<file path="src/rtl/alif_pkg.sv">
`default_nettype none

package alif_pkg;

   // fixed point and datapath widths
   localparam int unsigned FRAC_W    = 16;
   localparam int unsigned MUL_A_W   = 34;
   localparam int unsigned MUL_B_W   = 25;
   localparam int unsigned PROD_W    = MUL_A_W + MUL_B_W;
   localparam int unsigned ACC_W     = 52;
   localparam int unsigned VSUM_W    = 40;
   localparam int unsigned THR_W     = 34;
   localparam int unsigned DIFF_W    = 35;
   localparam int unsigned CSR_IDX_W = 3;

   // rounding offset and one in q16.16
   localparam logic [FRAC_W-1:0] ROUND_HALF = 16'h8000;
   localparam logic [24:0]       ONE_Q16    = 25'h0010000;

   // register reset values
   localparam logic [15:0]        RST_LEAK_FACTOR      = 16'd59299;
   localparam logic [15:0]        RST_INPUT_GAIN       = 16'd249;
   localparam logic [15:0]        RST_ADAPT_DECAY      = 16'd59299;
   localparam logic [30:0]        RST_BASE_THRESHOLD   = 31'd983040;
   localparam logic [23:0]        RST_ADAPT_STRENGTH   = 24'd65536;
   localparam logic signed [31:0] RST_BIAS_CURRENT     = 32'sd0;
   localparam logic [7:0]         RST_REFRACTORY_TICKS = 8'd20;
   localparam logic [15:0]        RST_UPDATE_PERIOD    = 16'd1000;

   // register indexes on the csr port
   typedef enum logic [CSR_IDX_W-1:0] {
      CSR_LEAK_FACTOR      = 3'd0,
      CSR_INPUT_GAIN       = 3'd1,
      CSR_ADAPT_DECAY      = 3'd2,
      CSR_BASE_THRESHOLD   = 3'd3,
      CSR_ADAPT_STRENGTH   = 3'd4,
      CSR_BIAS_CURRENT     = 3'd5,
      CSR_REFRACTORY_TICKS = 3'd6,
      CSR_UPDATE_PERIOD    = 3'd7
   } csr_index_type;

   typedef struct packed {
      logic [15:0]        leak_factor;
      logic [15:0]        input_gain;
      logic [15:0]        adapt_decay;
      logic [30:0]        base_threshold;
      logic [23:0]        adapt_strength;
      logic signed [31:0] bias_current;
      logic [7:0]         refractory_ticks;
      logic [15:0]        update_period;
   } cfg_type;

   typedef struct packed {
      logic signed [31:0] spike_sum;
      logic signed [31:0] next_current;
   } req_type;

   typedef struct packed {
      logic               spike_out;
      logic signed [31:0] membrane;
      logic signed [31:0] distance_to_threshold;
      logic               refractory_now;
   } rsp_type;

   // sequencer states, one multiplier pass each from ST_ADAPT to ST_THR
   typedef enum logic [2:0] {
      ST_IDLE,
      ST_ADAPT,
      ST_GAIN,
      ST_LEAK,
      ST_THR,
      ST_POT,
      ST_FIRE
   } state_type;

   typedef enum logic [1:0] {
      MUL_ADAPT,
      MUL_GAIN,
      MUL_LEAK,
      MUL_THR
   } mul_sel_type;

   typedef struct packed {
      logic        accept;
      mul_sel_type mul_sel;
      logic        adapt_upd;
      logic        acc_load;
      logic        acc_add;
      logic        pot_upd;
      logic        finish;
   } ctrl_type;

endpackage

`default_nettype wire

</file>
<file path="src/rtl/alif_mul.sv">
`default_nettype none

module alif_mul (
   input  wire logic                                 clock,
   input  wire logic signed [alif_pkg::MUL_A_W-1:0]  mul_a,
   input  wire logic signed [alif_pkg::MUL_B_W-1:0]  mul_b,
   output logic signed [alif_pkg::PROD_W-1:0]        prod_ff
);

   logic signed [alif_pkg::PROD_W-1:0] prod_in;

   // signed product, both operands sign extended to the full width
   always_comb begin
      prod_in = alif_pkg::PROD_W'(mul_a) * alif_pkg::PROD_W'(mul_b);
   end

   always_ff @(posedge clock) begin
      prod_ff <= prod_in;
   end

endmodule

`default_nettype wire

</file>
<file path="src/rtl/alif_csr.sv">
`default_nettype none

module alif_csr (
   input  wire logic                           clock,
   input  wire logic                           reset,
   input  wire logic                           csr_write_en,
   input  wire logic [alif_pkg::CSR_IDX_W-1:0] csr_index,
   input  wire logic [31:0]                    csr_wdata,
   output alif_pkg::cfg_type                   cfg_ff
);

   alif_pkg::cfg_type cfg_in;

   // decode the register write
   always_comb begin
      cfg_in = cfg_ff;
      if (csr_write_en) begin
         case (csr_index)
            alif_pkg::CSR_LEAK_FACTOR:      cfg_in.leak_factor      = csr_wdata[15:0];
            alif_pkg::CSR_INPUT_GAIN:       cfg_in.input_gain       = csr_wdata[15:0];
            alif_pkg::CSR_ADAPT_DECAY:      cfg_in.adapt_decay      = csr_wdata[15:0];
            alif_pkg::CSR_BASE_THRESHOLD:   cfg_in.base_threshold   = csr_wdata[30:0];
            alif_pkg::CSR_ADAPT_STRENGTH:   cfg_in.adapt_strength   = csr_wdata[23:0];
            alif_pkg::CSR_BIAS_CURRENT:     cfg_in.bias_current     = csr_wdata;
            alif_pkg::CSR_REFRACTORY_TICKS: cfg_in.refractory_ticks = csr_wdata[7:0];
            alif_pkg::CSR_UPDATE_PERIOD:    cfg_in.update_period    = csr_wdata[15:0];
            default: ;
         endcase
      end
   end

   always_ff @(posedge clock) begin
      if (reset) begin
         cfg_ff.leak_factor      <= alif_pkg::RST_LEAK_FACTOR;
         cfg_ff.input_gain       <= alif_pkg::RST_INPUT_GAIN;
         cfg_ff.adapt_decay      <= alif_pkg::RST_ADAPT_DECAY;
         cfg_ff.base_threshold   <= alif_pkg::RST_BASE_THRESHOLD;
         cfg_ff.adapt_strength   <= alif_pkg::RST_ADAPT_STRENGTH;
         cfg_ff.bias_current     <= alif_pkg::RST_BIAS_CURRENT;
         cfg_ff.refractory_ticks <= alif_pkg::RST_REFRACTORY_TICKS;
         cfg_ff.update_period    <= alif_pkg::RST_UPDATE_PERIOD;
      end else begin
         cfg_ff <= cfg_in;
      end
   end

endmodule

`default_nettype wire

</file>
<file path="src/rtl/alif_ctrl.sv">
`default_nettype none

module alif_ctrl (
   input  wire logic           clock,
   input  wire logic           reset,
   input  wire logic           req_valid,
   input  wire logic           rsp_free,
   output logic                req_ready,
   output alif_pkg::ctrl_type  ctl
);

   alif_pkg::state_type state_ff;
   alif_pkg::state_type state_in;

   // next state
   always_comb begin
      state_in = state_ff;
      case (state_ff)
         alif_pkg::ST_IDLE: begin
            if (req_valid) state_in = alif_pkg::ST_ADAPT;
         end
         alif_pkg::ST_ADAPT: state_in = alif_pkg::ST_GAIN;
         alif_pkg::ST_GAIN:  state_in = alif_pkg::ST_LEAK;
         alif_pkg::ST_LEAK:  state_in = alif_pkg::ST_THR;
         alif_pkg::ST_THR:   state_in = alif_pkg::ST_POT;
         alif_pkg::ST_POT:   state_in = alif_pkg::ST_FIRE;
         alif_pkg::ST_FIRE: begin
            if (rsp_free) state_in = alif_pkg::ST_IDLE;
         end
         default: state_in = alif_pkg::ST_IDLE;
      endcase
   end

   always_ff @(posedge clock) begin
      if (reset) begin
         state_ff <= alif_pkg::ST_IDLE;
      end else begin
         state_ff <= state_in;
      end
   end

   // per-state strobes for the datapath
   always_comb begin
      req_ready     = (state_ff == alif_pkg::ST_IDLE);
      ctl           = '0;
      ctl.mul_sel   = alif_pkg::MUL_ADAPT;
      case (state_ff)
         alif_pkg::ST_IDLE: begin
            ctl.accept = req_valid;
         end
         alif_pkg::ST_ADAPT: begin
            ctl.mul_sel = alif_pkg::MUL_ADAPT;
         end
         alif_pkg::ST_GAIN: begin
            ctl.mul_sel   = alif_pkg::MUL_GAIN;
            ctl.adapt_upd = 1'b1;
         end
         alif_pkg::ST_LEAK: begin
            ctl.mul_sel  = alif_pkg::MUL_LEAK;
            ctl.acc_load = 1'b1;
         end
         alif_pkg::ST_THR: begin
            ctl.mul_sel = alif_pkg::MUL_THR;
            ctl.acc_add = 1'b1;
         end
         alif_pkg::ST_POT: begin
            ctl.pot_upd = 1'b1;
         end
         alif_pkg::ST_FIRE: begin
            ctl.finish = rsp_free;
         end
         default: ;
      endcase
   end

endmodule

`default_nettype wire

</file>
<file path="src/rtl/adaptive_lif_neuron_step_core.sv">
`default_nettype none

// channel   ports                          direction  beat
// req       req_valid/req_ready/req_data   in         one tick: spike_sum, next_current
// rsp       rsp_valid/rsp_ready/rsp_data   out        one result per tick
// csr       csr_write_en/csr_index/...     in         register write, no handshake
//
// a tick steps from accept through ADAPT, GAIN, LEAK, THR, POT and FIRE, then back to IDLE:
// four passes through the one registered multiplier, then a potential and a compare step
// the result register lets a new tick be accepted while the last result still waits
// a stalled result holds the sequencer in its last step until the register drains
// synchronous reset clears the neuron state and loads the register defaults

module adaptive_lif_neuron_step_core (
   input  wire logic                           clock,
   input  wire logic                           reset,
   input  wire logic                           req_valid,
   output logic                                req_ready,
   input  wire alif_pkg::req_type              req_data,
   output logic                                rsp_valid,
   input  wire logic                           rsp_ready,
   output alif_pkg::rsp_type                   rsp_data,
   input  wire logic                           csr_write_en,
   input  wire logic [alif_pkg::CSR_IDX_W-1:0] csr_index,
   input  wire logic [31:0]                    csr_wdata
);

   alif_pkg::cfg_type  cfg;
   alif_pkg::ctrl_type ctl;
   logic               rsp_free;

   logic signed [alif_pkg::MUL_A_W-1:0] mul_a;
   logic signed [alif_pkg::MUL_B_W-1:0] mul_b;
   logic signed [alif_pkg::PROD_W-1:0]  prod_ff;

   // neuron state
   logic signed [31:0] potential_ff, potential_in;
   logic [23:0]        adaptation_ff, adaptation_in;
   logic signed [31:0] held_ff, held_in;
   logic [7:0]         refr_ff, refr_in;
   logic               pending_ff, pending_in;
   logic [15:0]        phase_ff, phase_in;

   // per tick working registers
   logic signed [31:0]               spike_ff, spike_in;
   logic signed [32:0]               cur_sum_ff, cur_sum_in;
   logic signed [alif_pkg::ACC_W-1:0] acc_ff, acc_in;
   logic [alif_pkg::THR_W-1:0]       thr_ff, thr_in;
   logic                             rsp_valid_ff, rsp_valid_in;
   alif_pkg::rsp_type                rsp_ff, rsp_in;

   // intermediate values
   logic                              boundary;
   logic [16:0]                       phase_inc;
   logic [40:0]                       adapt_rnd;
   logic [24:0]                       adapt_inc;
   logic [23:0]                       adapt_dec;
   logic signed [alif_pkg::ACC_W-1:0] acc_rnd;
   logic signed [alif_pkg::VSUM_W-1:0] vsum;
   logic [48:0]                       thr_rnd;
   logic signed [alif_pkg::DIFF_W-1:0] diff;
   logic                              fire;

   function automatic logic signed [31:0] sat32(input logic signed [alif_pkg::VSUM_W-1:0] v);
      logic signed [31:0] r;
      if (v[alif_pkg::VSUM_W-1:31] == '0 || v[alif_pkg::VSUM_W-1:31] == '1) begin
         r = v[31:0];
      end else if (v[alif_pkg::VSUM_W-1]) begin
         r = {1'b1, 31'd0};
      end else begin
         r = {1'b0, {31{1'b1}}};
      end
      return r;
   endfunction

   alif_csr u_csr (
      .clock        (clock),
      .reset        (reset),
      .csr_write_en (csr_write_en),
      .csr_index    (csr_index),
      .csr_wdata    (csr_wdata),
      .cfg_ff       (cfg)
   );

   alif_ctrl u_ctrl (
      .clock     (clock),
      .reset     (reset),
      .req_valid (req_valid),
      .rsp_free  (rsp_free),
      .req_ready (req_ready),
      .ctl       (ctl)
   );

   // operand select for the shared multiplier
   always_comb begin
      case (ctl.mul_sel)
         alif_pkg::MUL_ADAPT: begin
            mul_a = alif_pkg::MUL_A_W'(adaptation_ff);
            mul_b = alif_pkg::MUL_B_W'(cfg.adapt_decay);
         end
         alif_pkg::MUL_GAIN: begin
            mul_a = alif_pkg::MUL_A_W'(cur_sum_ff);
            mul_b = alif_pkg::MUL_B_W'(cfg.input_gain);
         end
         alif_pkg::MUL_LEAK: begin
            mul_a = alif_pkg::MUL_A_W'(potential_ff);
            mul_b = alif_pkg::MUL_B_W'(cfg.leak_factor);
         end
         alif_pkg::MUL_THR: begin
            mul_a = alif_pkg::MUL_A_W'(cfg.adapt_strength);
            mul_b = alif_pkg::MUL_B_W'(adaptation_ff);
         end
         default: begin
            mul_a = '0;
            mul_b = '0;
         end
      endcase
   end

   alif_mul u_mul (
      .clock   (clock),
      .mul_a   (mul_a),
      .mul_b   (mul_b),
      .prod_ff (prod_ff)
   );

   assign rsp_free = !rsp_valid_ff || rsp_ready;

   // rounded pieces taken from the product and accumulator
   always_comb begin
      boundary  = (phase_ff == 16'd1) || (cfg.update_period <= 16'd1);
      phase_inc = {1'b0, phase_ff} + 17'd1;

      adapt_rnd = {1'b0, prod_ff[39:0]} + 41'(alif_pkg::ROUND_HALF);
      adapt_dec = adapt_rnd[39:alif_pkg::FRAC_W];
      adapt_inc = {1'b0, adapt_dec} + alif_pkg::ONE_Q16;

      acc_rnd = acc_ff + alif_pkg::ACC_W'(alif_pkg::ROUND_HALF);
      vsum    = alif_pkg::VSUM_W'(signed'(acc_rnd[alif_pkg::ACC_W-1:alif_pkg::FRAC_W]))
              + alif_pkg::VSUM_W'(spike_ff)
              - (pending_ff ? alif_pkg::VSUM_W'(cfg.base_threshold) : '0);

      thr_rnd = {1'b0, prod_ff[47:0]} + 49'(alif_pkg::ROUND_HALF);

      diff = alif_pkg::DIFF_W'(potential_ff) - alif_pkg::DIFF_W'(thr_ff);
      fire = !diff[alif_pkg::DIFF_W-1] && (refr_ff == 8'd0);
   end

   // next values of state and working registers
   always_comb begin
      potential_in  = potential_ff;
      adaptation_in = adaptation_ff;
      held_in       = held_ff;
      refr_in       = refr_ff;
      pending_in    = pending_ff;
      phase_in      = phase_ff;
      spike_in      = spike_ff;
      cur_sum_in    = cur_sum_ff;
      acc_in        = acc_ff;
      thr_in        = thr_ff;
      rsp_in        = rsp_ff;

      // take the beat, clear state on a period boundary
      if (ctl.accept) begin
         if (boundary) begin
            potential_in  = '0;
            adaptation_in = '0;
            refr_in       = '0;
            pending_in    = 1'b0;
            spike_in      = '0;
         end else begin
            spike_in = req_data.spike_sum;
         end
         cur_sum_in = 33'(held_ff) + 33'(cfg.bias_current);
         held_in    = req_data.next_current;
         phase_in   = (phase_inc >= {1'b0, cfg.update_period}) ? '0 : phase_inc[15:0];
      end

      // decayed adaptation, plus one after a spike
      if (ctl.adapt_upd) begin
         if (pending_ff) begin
            adaptation_in = adapt_inc[24] ? '1 : adapt_inc[23:0];
         end else begin
            adaptation_in = adapt_dec;
         end
      end

      // sum of the current and leak products
      if (ctl.acc_load) begin
         acc_in = alif_pkg::ACC_W'(prod_ff);
      end
      if (ctl.acc_add) begin
         acc_in = acc_ff + alif_pkg::ACC_W'(prod_ff);
      end

      // new potential, adaptive threshold, refractory load
      if (ctl.pot_upd) begin
         potential_in = sat32(vsum);
         thr_in = alif_pkg::THR_W'(cfg.base_threshold) + alif_pkg::THR_W'(thr_rnd[48:alif_pkg::FRAC_W]);
         if (pending_ff && cfg.refractory_ticks != 8'd0) begin
            refr_in = cfg.refractory_ticks - 8'd1;
         end
      end

      // firing decision and result
      if (ctl.finish) begin
         pending_in       = fire;
         rsp_in.spike_out = fire;
         rsp_in.membrane  = potential_ff;
         if (refr_ff != 8'd0) begin
            rsp_in.refractory_now        = 1'b1;
            rsp_in.distance_to_threshold = 32'(cfg.base_threshold);
            refr_in                      = refr_ff - 8'd1;
         end else begin
            rsp_in.refractory_now        = 1'b0;
            rsp_in.distance_to_threshold = sat32(alif_pkg::VSUM_W'(diff));
         end
      end
   end

   // result register valid
   always_comb begin
      rsp_valid_in = rsp_valid_ff;
      if (ctl.finish) begin
         rsp_valid_in = 1'b1;
      end else if (rsp_ready) begin
         rsp_valid_in = 1'b0;
      end
   end

   always_ff @(posedge clock) begin
      if (reset) begin
         potential_ff  <= '0;
         adaptation_ff <= '0;
         held_ff       <= '0;
         refr_ff       <= '0;
         pending_ff    <= 1'b0;
         phase_ff      <= '0;
         rsp_valid_ff  <= 1'b0;
      end else begin
         potential_ff  <= potential_in;
         adaptation_ff <= adaptation_in;
         held_ff       <= held_in;
         refr_ff       <= refr_in;
         pending_ff    <= pending_in;
         phase_ff      <= phase_in;
         rsp_valid_ff  <= rsp_valid_in;
      end
   end

   // payload, no reset
   always_ff @(posedge clock) begin
      spike_ff   <= spike_in;
      cur_sum_ff <= cur_sum_in;
      acc_ff     <= acc_in;
      thr_ff     <= thr_in;
      rsp_ff     <= rsp_in;
   end

   assign rsp_valid = rsp_valid_ff;
   assign rsp_data  = rsp_ff;

   // a result is only written into a free output register
   assert property (@(posedge clock) disable iff (reset) ctl.finish |-> rsp_free)
      else $error("result written over an untaken beat");

   // the sequencer is busy right after taking a beat
   assert property (@(posedge clock) disable iff (reset) (req_valid && req_ready) |=> !req_ready)
      else $error("second beat taken while a tick is in progress");

   // a finished tick shows up on the output
   assert property (@(posedge clock) disable iff (reset) ctl.finish |=> rsp_valid_ff)
      else $error("finished tick not presented");

   // a refractory neuron never fires
   assert property (@(posedge clock) disable iff (reset)
      rsp_valid_ff |-> !(rsp_ff.spike_out && rsp_ff.refractory_now))
      else $error("spike during refractory period");

endmodule

`default_nettype wire

</file>
<file path="config.mk">
export PLATFORM = sky130hd
export DESIGN_NAME = adaptive_lif_neuron_step_core
export DESIGN_NICKNAME = d
export VERILOG_FILES = /design/src/rtl/alif_pkg.sv /design/src/rtl/alif_mul.sv /design/src/rtl/alif_csr.sv /design/src/rtl/alif_ctrl.sv /design/src/rtl/adaptive_lif_neuron_step_core.sv
export SDC_FILE = /design/constraint.sdc
export NUM_CORES = 2
export LEC_CHECK = 0
export ABC_CLOCK_PERIOD_IN_PS = 18200
export BUFFER_PORTS_ARGS = -buffer_cell sky130_fd_sc_hd__buf_2
export CORE_MARGIN = 2
export CORE_UTILIZATION = 43
export CTS_BUF_LIST = sky130_fd_sc_hd__clkbuf_2 sky130_fd_sc_hd__clkbuf_4 sky130_fd_sc_hd__clkbuf_8
export CTS_CLUSTER_SIZE = 24
export DETAILED_ROUTE_END_ITERATION = 10
export SLEW_MARGIN = 20
export SYNTH_ARGS = -nofsm -noshare
export SYNTH_HDL_FRONTEND = slang
export SYNTH_SLANG_ARGS = --single-unit
</file>
<file path="constraint.sdc">
create_clock -name clock -period 18.2 [get_ports clock]
set_input_delay 2.73 -clock clock [delete_from_list [all_inputs] [get_ports clock]]
set_output_delay 2.73 -clock clock [all_outputs]
set_load 0.01 [all_outputs]
</file>
==> results.tsv <==
stage	metric	value	unit
status	outcome	finished, final reports clean	
timing	hold_violations	0	
drt	wl	200000	um
clocking	cts_tree	yes	
floorplanning	die_w	372	um
global_route	grt_pass1_wl	299000	um
clocking	post-cts-setup-buffers	0	
finish	fin_nets	7975	
critical_path	cp-end-kind	register	
critical_path	cp_data_required_time	18830	ps
drt	drt_iter0_markers	4793	
yosys	postSynthAreaPerCell	8.85	um^2
critical_path	worst-path-stages	29	
yosys	synth_top_area_frac	0.269	
clocking	clkTransAtPathRegs	60	ps
finish	multi_input_area	40900	um^2
timing	clock_skew	61.6	ps
timing	worst_pin_slew	1200	ps
timing	slew_violations	0	
place	port_buffers	171	
place	dp_slack	7600	ps
critical_path	path_class	register to register	
drt	detailroute.via_count	47900	
floorplanning	fp.dieH	372	um
critical_path	critPathLaunchType	register	
clocking	ctsHoldBuffers	0	
clocking	cts.sinks	545	
critical_path	rr_worst_depth	29	
clocking	cts_resized	0	
critical_path	worstPathMaxFanout	60	
place	dp_hpwl	157000	um
critical_path	max_stage_delay	1030	ps
finish	drive_above_1_share	0.0870	
timing	fmax	91.4	MHz
clocking	cts_max_level	3	
yosys	yosysMostFrequentCell	inv_1	
yosys	yosys_register_bits	545	
timing	relSlewSlack	0.193	
yosys	synth-edff-count	217	
timing	finalCritPeriodShare	0.601	
floorplanning	die_area	139000	um^2
yosys	async_flop_share	0	
floorplanning	coreArea	135000	um^2
finish	fill_cells	13200	
global_route	track_usage	0.290	
critical_path	cp_top_family	compound AO/OA/AOI/OAI gates	
yosys	synth.area.top_cells	fa_1 27%, dfxtp_1 11%, edfxtp_1 11%	
power_and_ir_drop	finalPower	7.13	mW
timing	setup_violations	0	
clocking	clockRootBuffer	clkbuf_8	
timing	whs	453	ps
timing	worst_slack	7260	ps
global_route	grt_max_degree	125	
clocking	cts-root-to-sink-buffers	3	
finish	syn2layout_area_growth	9.20	%
min_path	whs_path_depth	2	
place	place_congestion	0.962	
yosys	yosys.area.top_type	fa_1	
critical_path	worstPathArrival	11570	ps
timing	rsz0062_at_grt	false	
yosys	yosys_warnings	0	
clocking	clk_latency	800	ps
job	maxCapViolCount	0	
critical_path	cp_common_cell	fa_1	
critical_path	cp.buffers_inverters	6	
finish	seqCellArea	13100	um^2
power_and_ir_drop	leakagePower	29.5	nW
timing	tns	0	ps
yosys	yosysUniqueCellTypes	99	
floorplanning	initial_utilization	0.432	
yosys	synth_area	58400	um^2
drt	antenna_left	0	
min_path	hp-class	register to register	
yosys	ys_seq_area_frac	0.224	
drt	viasPerCell	5.58	
floorplanning	rows	135	
power_and_ir_drop	pwr_density_cell	112	nW/um^2
drt	post_drt_wl_per_cell	23.3	um
global_route	overflow	0	
drt	drt-pass1-iter-count	6	
timing	fin_crit	10940	ps
floorplanning	io_pins	172	
clocking	numCtsBuffers	92	
yosys	ys_top_cells_by_count	1020 x inv_1, 941 x nand2_1, 785 x fa_1, 653 x nor2_1, 423 x a21oi_1	
yosys	syn-instance-count	6594	
global_route	grt_pass1_vias	47400	
yosys	synth_ff_type	dfxtp_1	
power_and_ir_drop	ir_drop	0.0000841	V
global_route	antenna_found_initial	11	
critical_path	slowest_stage	a21boi_2	
drt	drc	0	
==> placed cells by master (no fill, tap or decap), types with 39 or more instances in the layout <==
cell,n
a211oi_1,49
a21o_1,106
a21oi_1,421
a221oi_2,48
and2_1,39
and3_1,80
buf_2,170
buf_4,94
clkbuf_8,111
conb_1,60
dfxtp_1,327
edfxtp_1,217
fa_1,785
ha_1,359
inv_1,1019
mux2i_1,49
nand2_1,938
nand2b_1,56
nand3_1,80
nand3b_1,45
nand4_1,42
nor2_1,648
nor2b_1,40
nor3_1,43
o21ai_0,168
xnor2_1,201
xor2_1,99
==> registers in the layout, indices dropped and copies added (netlist names) <==
name / cells
u_csr.cfg_ff: 159
rsp_data: 66
acc_ff: 52
u_mul.prod_ff: 52
thr_ff: 34
cur_sum_ff: 33
held_ff: 32
potential_ff: 32
spike_ff: 32
adaptation_ff: 24
phase_ff: 16
refr_ff: 8
u_ctrl.state_ff: 3
pending_ff: 1
rsp_valid: 1
==> worst paths after layout <==
kind | end | startpoint | slack, ps
max | u_mul.prod_ff[50]$_DFF_P_ | u_ctrl.state_ff[0]$_SDFFE_PP0P_ | 7260
min | u_csr.cfg_ff[128]$_SDFFE_PP0P_ | u_csr.cfg_ff[128]$_SDFFE_PP0P_ | 450
max reg2reg | u_mul.prod_ff[50]$_DFF_P_ | u_ctrl.state_ff[0]$_SDFFE_PP0P_ | 7260
min reg2reg | u_csr.cfg_ff[128]$_SDFFE_PP0P_ | u_csr.cfg_ff[128]$_SDFFE_PP0P_ | 450
==> per-layer routing <==
layer	vias up	share of wire	global-route usage
met4	2	0.048	0.122
met2	1994	0.44	0.449
met3	411	0.088	0.0517
met1	23900	0.42	0.400
met5	-	0.000090	0
li1	21700	-	-
==> cell type report <==
cell class,count,share of cell area
flip-flops and latches,545,0.205
multi-input cells,4802,0.642
diodes,4,0.000157
well taps,1781,0.0350
repair buffers,265,0.0246
clock buffers,140,0.0273
clock inverters,33,0.00575
inverters,1021,0.0602
==> logic make-up after synthesis <==
group / share of synthesized area
DFF: 0.224
xor gates and xnor gates: 0.0455
AOI/OAI and AO/OA: 0.130
adders and majority gates: 0.346
muxes: 0.00995
buffers and inverters: 0.0851
other: 0.000129
and+or+nand+nor: 0.159
==> per-stage QoR <==
stage | utilization | cells | cell area [um^2]
floorplan | - | 6652 | 58600
global placement | 0.456 | 8414 | 61600
detailed placement | 0.456 | 8414 | 61600
CTS | 0.472 | 8587 | 63700
global route | 0.472 | 8590 | 63700
finish | 0.472 | 8591 | 63700
==> worst reg2reg max path: cells and delay by family (launching register included) <==
kind            cells  cell delay (ps)
xor+xnor            1              150
compound gates     11             4650
mux                 1              290
buf+inv             6             1310
flops               1              350
simple gates        2              190
fa+ha+maj           8             3860
==> where the power goes <==
| part | internal, mW | total, mW | switching (mW) |
|---|---|---|---|
| combinational | 1.61 | 4.20 | 2.59 |
| clock | 0.705 | 1.28 | 0.570 |
| sequential | 1.44 | 1.65 | 0.212 |
| total | 3.76 | 7.13 | 3.38 |
Note: power is estimated with default switching activity, not from simulation.
